===== src/rtl/drive_command_mode_arbiter_defines.svh =====
// Assertion macros for the drive command mode arbiter
`ifndef DRIVE_COMMAND_MODE_ARBITER_DEFINES_SVH
`define DRIVE_COMMAND_MODE_ARBITER_DEFINES_SVH

`ifndef SYNTH
// same-cycle implication, sampled on clk, idle while rst_n is low
`define DCMA_ASSERT_NOW(lbl, ante, cons) \
  lbl: assert property (@(posedge clk) disable iff (!rst_n) (ante) |-> (cons)) \
    else $error("dcma assertion failed");
// next-cycle implication
`define DCMA_ASSERT_NEXT(lbl, ante, cons) \
  lbl: assert property (@(posedge clk) disable iff (!rst_n) (ante) |=> (cons)) \
    else $error("dcma assertion failed");
`else
`define DCMA_ASSERT_NOW(lbl, ante, cons)
`define DCMA_ASSERT_NEXT(lbl, ante, cons)
`endif

`endif


===== src/rtl/dcma_pkg.sv =====
// Types, codes and helpers shared by the drive command mode arbiter
`timescale 1ns / 1ps

package dcma_pkg;

  localparam int unsigned CFG_IDX_W = 3;

  localparam logic [2:0] KIND_TICK    = 3'd0;
  localparam logic [2:0] KIND_EMERG   = 3'd1;
  localparam logic [2:0] KIND_TRAFFIC = 3'd2;
  localparam logic [2:0] KIND_WAYPT   = 3'd3;
  localparam logic [2:0] KIND_BUTTON  = 3'd4;
  localparam logic [2:0] KIND_TELEOP  = 3'd5;

  localparam logic [1:0] MODE_DRIVE  = 2'd0;
  localparam logic [1:0] MODE_ESTOP  = 2'd1;
  localparam logic [1:0] MODE_TSTOP  = 2'd2;
  localparam logic [1:0] MODE_MANUAL = 2'd3;

  localparam logic [CFG_IDX_W-1:0] CFG_REV_TICKS    = 3'd0;
  localparam logic [CFG_IDX_W-1:0] CFG_LOCKOUT      = 3'd1;
  localparam logic [CFG_IDX_W-1:0] CFG_REV_SPEED    = 3'd2;
  localparam logic [CFG_IDX_W-1:0] CFG_TELEOP_LIMIT = 3'd3;
  localparam logic [CFG_IDX_W-1:0] CFG_WAYPT_LIMIT  = 3'd4;

  localparam logic [7:0] RST_REV_TICKS    = 8'd5;
  localparam logic [7:0] RST_LOCKOUT      = 8'd10;
  localparam logic [7:0] RST_REV_SPEED    = 8'd20;
  localparam logic [7:0] RST_TELEOP_LIMIT = 8'd100;
  localparam logic [7:0] RST_WAYPT_LIMIT  = 8'd255;

  localparam logic [7:0] AGE_SAT = 8'hFF;

  typedef struct packed {
    logic [7:0] reverse_pulse_ticks;
    logic [7:0] toggle_lockout_ticks;
    logic [7:0] reverse_speed;
    logic [7:0] teleop_speed_limit;
    logic [7:0] waypoint_speed_limit;
  } cfg_t;

  // symmetric clamp of a 16-bit command to +/- lim
  function automatic logic signed [8:0] clamp_sym(input logic signed [15:0] v,
                                                  input logic [7:0] lim);
    logic signed [16:0] v17;
    logic signed [16:0] l17;
    logic signed [8:0]  res;
    v17 = {v[15], v};
    l17 = {9'd0, lim};
    if (v17 > l17) begin
      res = {1'b0, lim};
    end else if (v17 < -l17) begin
      res = -$signed({1'b0, lim});
    end else begin
      res = v[8:0];
    end
    return res;
  endfunction

endpackage


===== src/rtl/dcma_channels.sv =====
// Channel interfaces: input items, result items and register writes
`timescale 1ns / 1ps

interface dcma_in_if;
  logic               valid;
  logic               ready;
  logic [2:0]         kind;
  logic               flag_value;
  logic               toggle_button;
  logic signed [15:0] speed_cmd;
  logic signed [15:0] steer_cmd;

  modport source (output valid, kind, flag_value, toggle_button, speed_cmd, steer_cmd,
                  input ready);
  modport sink (input valid, kind, flag_value, toggle_button, speed_cmd, steer_cmd,
                output ready);
endinterface

interface dcma_out_if;
  logic               valid;
  logic               ready;
  logic [1:0]         drive_mode;
  logic signed [8:0]  speed_out;
  logic signed [15:0] steer_out;
  logic               reversing;

  modport source (output valid, drive_mode, speed_out, steer_out, reversing,
                  input ready);
  modport sink (input valid, drive_mode, speed_out, steer_out, reversing,
                output ready);
endinterface

interface dcma_cfg_if;
  logic       valid;
  logic       ready;
  logic [2:0] index;
  logic [7:0] data;

  modport source (output valid, index, data, input ready);
  modport sink (input valid, index, data, output ready);
endinterface


===== src/rtl/dcma_cfg_regs.sv =====
// Configuration register file of the drive command mode arbiter
`timescale 1ns / 1ps

module dcma_cfg_regs
  import dcma_pkg::*;
(
  input  logic       clk,
  input  logic       rst_n,
  dcma_cfg_if.sink   cfg_ch,
  output cfg_t       cfg
);

  cfg_t cfg_r;
  cfg_t cfg_nxt;

  assign cfg_ch.ready = 1'b1;
  assign cfg          = cfg_r;

  always_comb begin
    cfg_nxt = cfg_r;
    if (cfg_ch.valid) begin
      case (cfg_ch.index)
        CFG_REV_TICKS:    cfg_nxt.reverse_pulse_ticks  = cfg_ch.data;
        CFG_LOCKOUT:      cfg_nxt.toggle_lockout_ticks = cfg_ch.data;
        CFG_REV_SPEED:    cfg_nxt.reverse_speed        = cfg_ch.data;
        CFG_TELEOP_LIMIT: cfg_nxt.teleop_speed_limit   = cfg_ch.data;
        CFG_WAYPT_LIMIT:  cfg_nxt.waypoint_speed_limit = cfg_ch.data;
        default:          cfg_nxt = cfg_r;
      endcase
    end
  end

  always_ff @(posedge clk) begin
    if (!rst_n) begin
      cfg_r.reverse_pulse_ticks  <= RST_REV_TICKS;
      cfg_r.toggle_lockout_ticks <= RST_LOCKOUT;
      cfg_r.reverse_speed        <= RST_REV_SPEED;
      cfg_r.teleop_speed_limit   <= RST_TELEOP_LIMIT;
      cfg_r.waypoint_speed_limit <= RST_WAYPT_LIMIT;
    end else begin
      cfg_r <= cfg_nxt;
    end
  end

endmodule


===== src/rtl/drive_command_mode_arbiter.sv =====
// Drive command mode arbiter: one event or tick per cycle while in_ch.ready is high, one
// result per tick. Every input transfer is applied to the arbiter state in the cycle it
// is taken, so a new item is accepted every cycle in which in_ch.ready is high. A tick
// yields its result in the output register on the next cycle; in_ch.ready drops only
// while that register holds a result the sink has not taken. Events other than ticks
// produce no result. Register writes are taken every cycle and act from the next one.
`timescale 1ns / 1ps

`include "drive_command_mode_arbiter_defines.svh"

module drive_command_mode_arbiter
  import dcma_pkg::*;
(
  input  logic        clk,
  input  logic        rst_n,
  dcma_in_if.sink     in_ch,
  dcma_out_if.source  out_ch,
  dcma_cfg_if.sink    cfg_ch
);

  cfg_t cfg;

  dcma_cfg_regs u_cfg (
    .clk    (clk),
    .rst_n  (rst_n),
    .cfg_ch (cfg_ch),
    .cfg    (cfg)
  );

  logic [1:0]         mode_r, mode_nxt;
  logic               emerg_r, emerg_nxt;
  logic               traffic_r, traffic_nxt;
  logic signed [8:0]  auto_speed_r, auto_speed_nxt;
  logic signed [15:0] auto_steer_r, auto_steer_nxt;
  logic signed [8:0]  man_speed_r, man_speed_nxt;
  logic signed [15:0] man_steer_r, man_steer_nxt;
  logic               pend_r, pend_nxt;
  logic [7:0]         pulse_age_r, pulse_age_nxt;
  logic [7:0]         toggle_age_r, toggle_age_nxt;

  logic               out_valid_r, out_valid_nxt;
  logic [1:0]         out_mode_r, out_mode_nxt;
  logic signed [8:0]  out_speed_r, out_speed_nxt;
  logic signed [15:0] out_steer_r, out_steer_nxt;
  logic               out_rev_r, out_rev_nxt;

  logic               in_xfer;
  logic [1:0]         tick_mode;
  logic               pulse_run;
  logic               tick_rev;

  assign in_ch.ready       = out_ch.ready || !out_valid_r;
  assign in_xfer           = in_ch.valid && in_ch.ready;
  assign out_ch.valid      = out_valid_r;
  assign out_ch.drive_mode = out_mode_r;
  assign out_ch.speed_out  = out_speed_r;
  assign out_ch.steer_out  = out_steer_r;
  assign out_ch.reversing  = out_rev_r;

  always_comb begin
    if (mode_r == MODE_MANUAL) begin
      tick_mode = MODE_MANUAL;
    end else if (emerg_r) begin
      tick_mode = MODE_ESTOP;
    end else if (traffic_r) begin
      tick_mode = MODE_TSTOP;
    end else begin
      tick_mode = MODE_DRIVE;
    end
    pulse_run = pend_r && (pulse_age_r < cfg.reverse_pulse_ticks);
    tick_rev  = pulse_run && (tick_mode == MODE_ESTOP);
  end

  always_comb begin
    mode_nxt       = mode_r;
    emerg_nxt      = emerg_r;
    traffic_nxt    = traffic_r;
    auto_speed_nxt = auto_speed_r;
    auto_steer_nxt = auto_steer_r;
    man_speed_nxt  = man_speed_r;
    man_steer_nxt  = man_steer_r;
    pend_nxt       = pend_r;
    pulse_age_nxt  = pulse_age_r;
    toggle_age_nxt = toggle_age_r;
    out_valid_nxt  = out_valid_r && !out_ch.ready;
    out_mode_nxt   = out_mode_r;
    out_speed_nxt  = out_speed_r;
    out_steer_nxt  = out_steer_r;
    out_rev_nxt    = out_rev_r;
    if (in_xfer) begin
      case (in_ch.kind)
        KIND_TICK: begin
          mode_nxt      = tick_mode;
          pend_nxt      = pulse_run;
          out_valid_nxt = 1'b1;
          out_mode_nxt  = tick_mode;
          out_rev_nxt   = tick_rev;
          case (tick_mode)
            MODE_ESTOP: begin
              out_speed_nxt = tick_rev ? -$signed({1'b0, cfg.reverse_speed}) : 9'sd0;
              out_steer_nxt = 16'sd0;
            end
            MODE_MANUAL: begin
              out_speed_nxt = man_speed_r;
              out_steer_nxt = man_steer_r;
            end
            MODE_DRIVE: begin
              out_speed_nxt = auto_speed_r;
              out_steer_nxt = auto_steer_r;
            end
            default: begin
              out_speed_nxt = 9'sd0;
              out_steer_nxt = 16'sd0;
            end
          endcase
          pulse_age_nxt  = (pulse_age_r == AGE_SAT) ? pulse_age_r : pulse_age_r + 8'd1;
          toggle_age_nxt = (toggle_age_r == AGE_SAT) ? toggle_age_r : toggle_age_r + 8'd1;
        end
        KIND_EMERG: begin
          if (in_ch.flag_value && !emerg_r) begin
            pend_nxt      = 1'b1;
            pulse_age_nxt = 8'd0;
          end
          emerg_nxt = in_ch.flag_value;
        end
        KIND_TRAFFIC: begin
          traffic_nxt = in_ch.flag_value;
        end
        KIND_WAYPT: begin
          auto_speed_nxt = clamp_sym(in_ch.speed_cmd, cfg.waypoint_speed_limit);
          auto_steer_nxt = in_ch.steer_cmd;
        end
        KIND_BUTTON: begin
          if (in_ch.toggle_button && (toggle_age_r >= cfg.toggle_lockout_ticks)) begin
            mode_nxt       = (mode_r == MODE_MANUAL) ? MODE_DRIVE : MODE_MANUAL;
            toggle_age_nxt = 8'd0;
          end
        end
        KIND_TELEOP: begin
          man_speed_nxt = clamp_sym(in_ch.speed_cmd, cfg.teleop_speed_limit);
          man_steer_nxt = in_ch.steer_cmd;
        end
        default: begin
          mode_nxt = mode_r;
        end
      endcase
    end
  end

  always_ff @(posedge clk) begin
    if (!rst_n) begin
      mode_r       <= MODE_MANUAL;
      emerg_r      <= 1'b0;
      traffic_r    <= 1'b0;
      auto_speed_r <= 9'sd0;
      auto_steer_r <= 16'sd0;
      man_speed_r  <= 9'sd0;
      man_steer_r  <= 16'sd0;
      pend_r       <= 1'b0;
      pulse_age_r  <= AGE_SAT;
      toggle_age_r <= AGE_SAT;
      out_valid_r  <= 1'b0;
    end else begin
      mode_r       <= mode_nxt;
      emerg_r      <= emerg_nxt;
      traffic_r    <= traffic_nxt;
      auto_speed_r <= auto_speed_nxt;
      auto_steer_r <= auto_steer_nxt;
      man_speed_r  <= man_speed_nxt;
      man_steer_r  <= man_steer_nxt;
      pend_r       <= pend_nxt;
      pulse_age_r  <= pulse_age_nxt;
      toggle_age_r <= toggle_age_nxt;
      out_valid_r  <= out_valid_nxt;
    end
  end

  always_ff @(posedge clk) begin
    out_mode_r  <= out_mode_nxt;
    out_speed_r <= out_speed_nxt;
    out_steer_r <= out_steer_nxt;
    out_rev_r   <= out_rev_nxt;
  end

  `DCMA_ASSERT_NOW(a_rev_only_estop, out_valid_r && out_rev_r, out_mode_r == MODE_ESTOP)
  `DCMA_ASSERT_NOW(a_stop_no_steer,
                   out_valid_r && (out_mode_r == MODE_ESTOP || out_mode_r == MODE_TSTOP),
                   out_steer_r == 16'sd0)
  `DCMA_ASSERT_NOW(a_fresh_pulse_pending, pulse_age_r == 8'd0, pend_r)
  `DCMA_ASSERT_NEXT(a_tick_gives_result, in_xfer && in_ch.kind == KIND_TICK, out_valid_r)

endmodule

===== src/flat_wrapper.sv =====
// flat-port wrapper written by rule: the top's interface ports become plain ports
module drive_command_mode_arbiter_flat import dcma_pkg::*;
  (clk, rst_n, in_ch_valid, in_ch_kind, in_ch_flag_value, in_ch_toggle_button, in_ch_speed_cmd, in_ch_steer_cmd, in_ch_ready, out_ch_valid, out_ch_drive_mode, out_ch_speed_out, out_ch_steer_out, out_ch_reversing, out_ch_ready, cfg_ch_valid, cfg_ch_index, cfg_ch_data, cfg_ch_ready);
  dcma_in_if in_ch_i ();
  dcma_out_if out_ch_i ();
  dcma_cfg_if cfg_ch_i ();
  input  logic clk;
  input  logic rst_n;
  input wire logic [$bits(in_ch_i.valid)-1:0] in_ch_valid;
  input wire logic [$bits(in_ch_i.kind)-1:0] in_ch_kind;
  input wire logic [$bits(in_ch_i.flag_value)-1:0] in_ch_flag_value;
  input wire logic [$bits(in_ch_i.toggle_button)-1:0] in_ch_toggle_button;
  input wire logic [$bits(in_ch_i.speed_cmd)-1:0] in_ch_speed_cmd;
  input wire logic [$bits(in_ch_i.steer_cmd)-1:0] in_ch_steer_cmd;
  output wire logic [$bits(in_ch_i.ready)-1:0] in_ch_ready;
  output wire logic [$bits(out_ch_i.valid)-1:0] out_ch_valid;
  output wire logic [$bits(out_ch_i.drive_mode)-1:0] out_ch_drive_mode;
  output wire logic [$bits(out_ch_i.speed_out)-1:0] out_ch_speed_out;
  output wire logic [$bits(out_ch_i.steer_out)-1:0] out_ch_steer_out;
  output wire logic [$bits(out_ch_i.reversing)-1:0] out_ch_reversing;
  input wire logic [$bits(out_ch_i.ready)-1:0] out_ch_ready;
  input wire logic [$bits(cfg_ch_i.valid)-1:0] cfg_ch_valid;
  input wire logic [$bits(cfg_ch_i.index)-1:0] cfg_ch_index;
  input wire logic [$bits(cfg_ch_i.data)-1:0] cfg_ch_data;
  output wire logic [$bits(cfg_ch_i.ready)-1:0] cfg_ch_ready;
  assign in_ch_i.valid = in_ch_valid;
  assign in_ch_i.kind = in_ch_kind;
  assign in_ch_i.flag_value = in_ch_flag_value;
  assign in_ch_i.toggle_button = in_ch_toggle_button;
  assign in_ch_i.speed_cmd = in_ch_speed_cmd;
  assign in_ch_i.steer_cmd = in_ch_steer_cmd;
  assign in_ch_ready = in_ch_i.ready;
  assign out_ch_valid = out_ch_i.valid;
  assign out_ch_drive_mode = out_ch_i.drive_mode;
  assign out_ch_speed_out = out_ch_i.speed_out;
  assign out_ch_steer_out = out_ch_i.steer_out;
  assign out_ch_reversing = out_ch_i.reversing;
  assign out_ch_i.ready = out_ch_ready;
  assign cfg_ch_i.valid = cfg_ch_valid;
  assign cfg_ch_i.index = cfg_ch_index;
  assign cfg_ch_i.data = cfg_ch_data;
  assign cfg_ch_ready = cfg_ch_i.ready;
  drive_command_mode_arbiter u_core (.clk(clk), .rst_n(rst_n), .in_ch(in_ch_i), .out_ch(out_ch_i), .cfg_ch(cfg_ch_i));
endmodule

===== config.mk =====
export PLATFORM = sky130hd
export DESIGN_NAME = drive_command_mode_arbiter_flat
export DESIGN_NICKNAME = d
export VERILOG_FILES = /design/src/rtl/dcma_pkg.sv /design/src/rtl/dcma_channels.sv /design/src/rtl/dcma_cfg_regs.sv /design/src/rtl/drive_command_mode_arbiter.sv /design/src/flat_wrapper.sv
export VERILOG_INCLUDE_DIRS = /design/src /design/src/rtl
export SDC_FILE = /design/constraint.sdc
export NUM_CORES = 1
export LEC_CHECK = 0
export CORE_UTILIZATION = 50
export CTS_CLUSTER_DIAMETER = 30
export DETAILED_ROUTE_END_ITERATION = 7
export DONT_BUFFER_PORTS = 1
export GPL_TIMING_DRIVEN = 0
export SYNTH_ARGS = -nofsm -noshare
export SYNTH_HDL_FRONTEND = slang
export SYNTH_SLANG_ARGS = --single-unit

===== constraint.sdc =====
create_clock -name clk -period 6.56 [get_ports clk]
set_input_delay 0.984 -clock clk [delete_from_list [all_inputs] [get_ports clk]]
set_output_delay 0.984 -clock clk [all_outputs]
set_load 0.005 [all_outputs]

Yosys cells after proc, flatten, opt, wreduce, memory -nomap -nowiden
Index checks and enable logic that the tools add are counted.
Storage, ports and cells
  flip-flop bits (word level): 140
  input bits: 53
  output and inout port bits: 31
Operators by class
  $add $sub $neg: 7
  magnitude comparators: 6
  equality and inequality tests: 18
  muxes and demuxes: 23
  reductions and logical operators: 29
Operators with widths (number)
  9-bit two-way mux: 5
  16-bit by 17-bit < comparator with 1-bit output: 2
  8-bit negation with 17-bit output: 2
  16-bit by 9-bit greater-than comparator with 1-bit output: 2
  8-bit two-way mux: 4
  16-bit case mux with 2 select lines: 1
  8-bit case mux with 2 select lines: 2
  8-bit negation with 9-bit output: 3
  9-bit case mux with 3 select lines: 1
  2-bit AND reduction: 10
  8-bit by 1-bit adder with 8-bit output, second input constant: 2
  8-bit == test, second input constant: 2
  3-bit by 2-bit == test with 1-bit output, second input constant: 4
  2-bit two-way mux: 5
  3-bit == test, second input constant: 3
  8-bit >= comparator: 1
  8-bit < comparator: 1
  4-bit AND reduction: 2
  3-bit by 1-bit == test with 1-bit output, second input constant: 2
  1-bit logical AND: 6
  3-bit zero test: 2
  3-bit AND reduction: 2
  2-bit == test, second input constant: 2
  2-bit by 1-bit != test with 1-bit output, second input constant: 2
  9 further kinds: 15

Logic depth before layout (Yosys ltp)
  depth after elaboration: 7
  gate-level depth with buffers: 13
  depth with buffers taken out: 12

Cells and area by module
Synthesis repeated with hierarchy kept, for this count alone.
Unflattened totals
  cells, all modules: 880
  area, all modules: 7920.1 µm²
By module, submodules not included
  drive_command_mode_arbiter: times used 1, cells an instance 724, area each 6313.6 µm², sequential area each 2282.2 µm²
  dcma_cfg_regs: times used 1, cells an instance 156, area each 1606.5 µm², sequential area each 800.8 µm²

Worst setup path after synthesis
OpenSTA, ideal clock, no wires.
  kind: register to register
  start: register u_core.u_cfg.cfg_r (netlist bit u_core.u_cfg.cfg[2])
  end: register u_core.auto_speed_r[0]
  arrival time: 2939 ps
  required time: 6487 ps
  slack: 3548 ps
  stages on the path, launching flop included: 14
  clock period less this slack: 3012 ps
  path through: dfxtp_1 nor4_1 and3_1 ha_1 inv_1 ha_1 nand2_1 nor3_1 o311ai_2 o311a_1 mux2i_1 buf_6 mux2_4 nor3_2
Between the ends
  cells in the longest elaborated chain, start to end: 4
Ends and longest elaborated chain
  from (decl): RTL line dcma_cfg_regs.sv:13  | cfg_t cfg_r;
  from (signal assigned): RTL line dcma_cfg_regs.sv:41  | cfg_r <= cfg_nxt;
  8-bit negation with 17-bit output: RTL line dcma_pkg.sv:52  | end else if (v17 < -l17) begin
  16-bit by 17-bit < comparator with 1-bit output: RTL line dcma_pkg.sv:52
  9-bit two-way mux: RTL line dcma_pkg.sv:52
  9-bit two-way mux (*): RTL line dcma_pkg.sv:50  | if (v17 > l17) begin
  to (signal assigned): RTL line drive_command_mode_arbiter.sv:167  | auto_speed_r <= auto_speed_nxt;
  to (decl): RTL line drive_command_mode_arbiter.sv:33  | logic signed [8:0] auto_speed_r, auto_speed_nxt;
Every way passes the cells marked *; elsewhere a longest branch is shown, timed or not.
A chain may end at the register's enable or synchronous reset.

Final worst setup path
Same ends and word-level chain as after synthesis.

==> run_results.csv <==
group,metric,value,unit
global_route,antenna_found_initial,0,
critical_path,end_kind,"register",
cells_and_area,antenna_cells,0,
routing,wire_per_inst,19.1,um
power,peakVddDrop,0.233,mV
synthesis,synth_top_area_share,28.9,%
cts,cts-root-buf,"clkbuf_16",
global_route,grt_pass1_vias,6534,
placed_design,postPlaceCellArea,0.00800,mm^2
sta,holdWs,454,ps
synthesis,synth-xor-area-share,1.80,%
power,p_leak,3.37,nW
synthesis,synth_compound_area_share,19.4,%
placed_design,dp.cells,1095,
cells_and_area,seq_area,0.00308,mm^2
cts,cts_num_sinks,140,
sta,relSlewSlack,19.5,%
placed_design,dp_slack,2810,ps
cells_and_area,final_cells,1127,
synthesis,synth_nets,1030,
cts,hold_buffers,0,
global_route,grt_max_degree,31,
routing,via_per_inst,5.98,
routing,drtPass1Iterations,5,
floorplan,rows,45,
global_route,grt_pass1_wl,34.3,mm
cts,postCtsSetupRepairBufs,0,
cells_and_area,multi_input_area,0.00430,mm^2
cts,cts_tree,"done",
floorplan,die_h,127,um
sta,hold_viol_final,0,
sta,max_freq,0.264,GHz
sta,finalWorstSetupSlack,2770,ps
synthesis,syn_area_per_cell,8.56,um^2
cells_and_area,fin_nets,1049,
critical_path,r2r-end,"u_core.auto_speed_r[0]",
routing,drc,0,
floorplan,fp.dieW,127,um
power,power.density,242,mW/mm^2
routing,ant_nets,0,
critical_path,cp-start-kind,"register",
synthesis,synth.distinct_cells,66,
placed_design,gp_congestion,0.886,
cells_and_area,utilization,56.5,%
synthesis,netlist_instances,907,
cts,cts_buffers,17,
synthesis,yosysSeqAreaShare,39.7,%
critical_path,crit_type,"register to register",
outcome,status,"finished clean",
synthesis,synth_mux_area_share,2.46,%
critical_path,r2r_slack,2770,ps
routing,wirelength,21.5,mm
hold_path,min_path_cells,2,
synthesis,syn-cell-area,0.00777,mm^2
hold_path,hold_start,"u_core.auto_steer_r[15]",
synthesis,synth-async-reset-ratio,0,%
sta,finalSetupViolCount,0,
sta,fin_crit_sh,57.8,%
cts,path_clk_slew,60,ps
cts,cts_buffer_depth,2,
cts,post_cts_resized,0,
synthesis,synth-edff-count,28,
sta,fin_crit,3790,ps
hold_path,hold_class,"register to register",
synthesis,synth_adder_area_share,11.3,%
floorplan,core_area,0.0152,mm^2
sta,grt_setup_unrepaired,"no",
floorplan,ios,84,
synthesis,synth_top_family_by_area,"simple AND/OR/NAND/NOR gates",
critical_path,crit_arrival,4130,ps
synthesis,ys_ff_latch,140,
critical_path,crit_fanout,10,
placed_design,hpwlAfterDp,16.3,mm
power,finalPower,2.07,mW
critical_path,cp.required,6900,ps
synthesis,synthSimpleGateAreaFrac,20.4,%
run,maxCapViolCount,0,
hold_path,hold_path_end,"u_core.auto_steer_r[15]",
cells_and_area,stdcell_area,0.00859,mm^2
sta,tightest_slew,1210,ps
cells_and_area,layout-drive-gt1-share,5.96,%
sta,clock_skew,8.48,ps
floorplan,die-area,0.0160,mm^2
global_route,grt.overflow.total,0,
synthesis,synth_ff_type,"dfxtp_1",
routing,vias,6743,
synthesis,yosysMostFrequentCell,"nand2_1",
cts,clock_latency,420,ps
routing,first_iter_violations,442,
critical_path,worstRegToRegCells,12,
global_route,grt_usage,27.9,%
synthesis,yosys_warnings,0,
synthesis,yosysTopAreaCell,"dfxtp_1",
synthesis,synth_common_cells,"nand2_1, dfxtp_1, a21oi_1",
placed_design,io_buffers,0,
cells_and_area,fillCellCount,1372,
floorplan,start_util,51.1,%
synthesis,synthTopCellsByArea,"dfxtp_1, ha_1, edfxtp_1, nand2_1, a21oi_1",
sta,drv_slew,0,
cts,cts_max_level,4,
critical_path,r2r-start,"u_core.u_cfg.cfg[2]",
sta,fin_tns_setup,0,ps
cells_and_area,area_growth_syn_to_layout,10.6,%
flip-flops by register name, summed over array words and instances (netlist names):
signal / flops
u_core.man_steer_r: 16
u_core.auto_speed_r: 9
u_core.out_ch.reversing: 1
u_core.out_ch.valid: 1
u_core.auto_steer_r: 16
u_core.u_cfg.cfg: 40
u_core.emerg_r: 1
u_core.man_speed_r: 9
u_core.out_ch.drive_mode: 2
u_core.out_ch.steer_out: 16
u_core.toggle_age_r: 8
u_core.pend_r: 1
u_core.pulse_age_r: 8
u_core.mode_r: 2
u_core.traffic_r: 1
u_core.out_ch.speed_out: 9
report_power, final:
part | internal, mW | total [mW] | switching (mW)
Clock | 0.574 | 0.955 | 0.381
Sequential | 0.901 | 0.920 | 0.0194
Combinational | 0.0759 | 0.200 | 0.124
Total | 1.55 | 2.07 | 0.524
worst max-delay path, stage by stage, from the launching register on:
cell and delay, ps:
dfxtp_1 370, nor4_1 800, nand2_1 160, xnor2_1 320, ha_1 320, a21oi_1 200, nor3_1 80, o311ai_2 250
o311a_1 220, mux2i_1 340, buf_6 220, mux2_4 310, nor3_2 130
layout make-up:
class | count | share of cell area [%]
Buffer | 43 | 2.11
Clock buffer | 20 | 5.20
Clock inverter | 12 | 1.63
Inverter | 54 | 2.36
Multi-Input combinational cell | 670 | 50.1
Sequential cell | 140 | 35.9
Tap cell | 188 | 2.74
metal layers:
layer / up-vias / GRT usage [%] / share of wire, %
met5: - / 0 / 0
met4: 0 / 9.78 / 1.8
met3: 32 / 5.44 / 6.4
met2: 223 / 46.3 / 47
met1: 3217 / 36.2 / 45
li1: 3271 / - / -
logic make-up (layout without fill, tap and decap cells):
family,count (synthesis),after routing
fa+ha+maj,70,70
other cells,1,1
xor+xnor,16,16
buf+inv,97,129
simple gates,334,334
compound gates,232,232
mux,17,17
flops,140,140
worst max path at each step:
stage,slack (ps),start,cells past startpoint,end
after global placement,2950,u_core.u_cfg.cfg[2],13,u_core.auto_speed_r[0]
after detailed placement,2810,u_core.u_cfg.cfg[2],13,u_core.auto_speed_r[0]
after global routing,2520,u_core.u_cfg.cfg[2],13,u_core.auto_speed_r[0]
after CTS,2780,u_core.u_cfg.cfg[2],13,u_core.auto_speed_r[0]
after floorplan,3550,u_core.u_cfg.cfg[2],13,u_core.auto_speed_r[0]
final,2770,u_core.u_cfg.cfg[2],12,u_core.auto_speed_r[0]
placed cells by master, fill, tap and decap left out, drive strengths merged, types with 10 or more instances in the layout:
master	n
nand2b	10
and3	19
nor3	12
edfxtp	28
o31ai	10
nand4	10
nand3	28
a21o	13
inv	56
mux2i	12
o211ai	23
and2	12
o21ai	48
clkbuf	53
dfxtp	112
nand2	178
a21oi	77
a22o	16
ha	70
buf	10
nor2	30
xnor2	11
(Power assumes the default switching activity.)
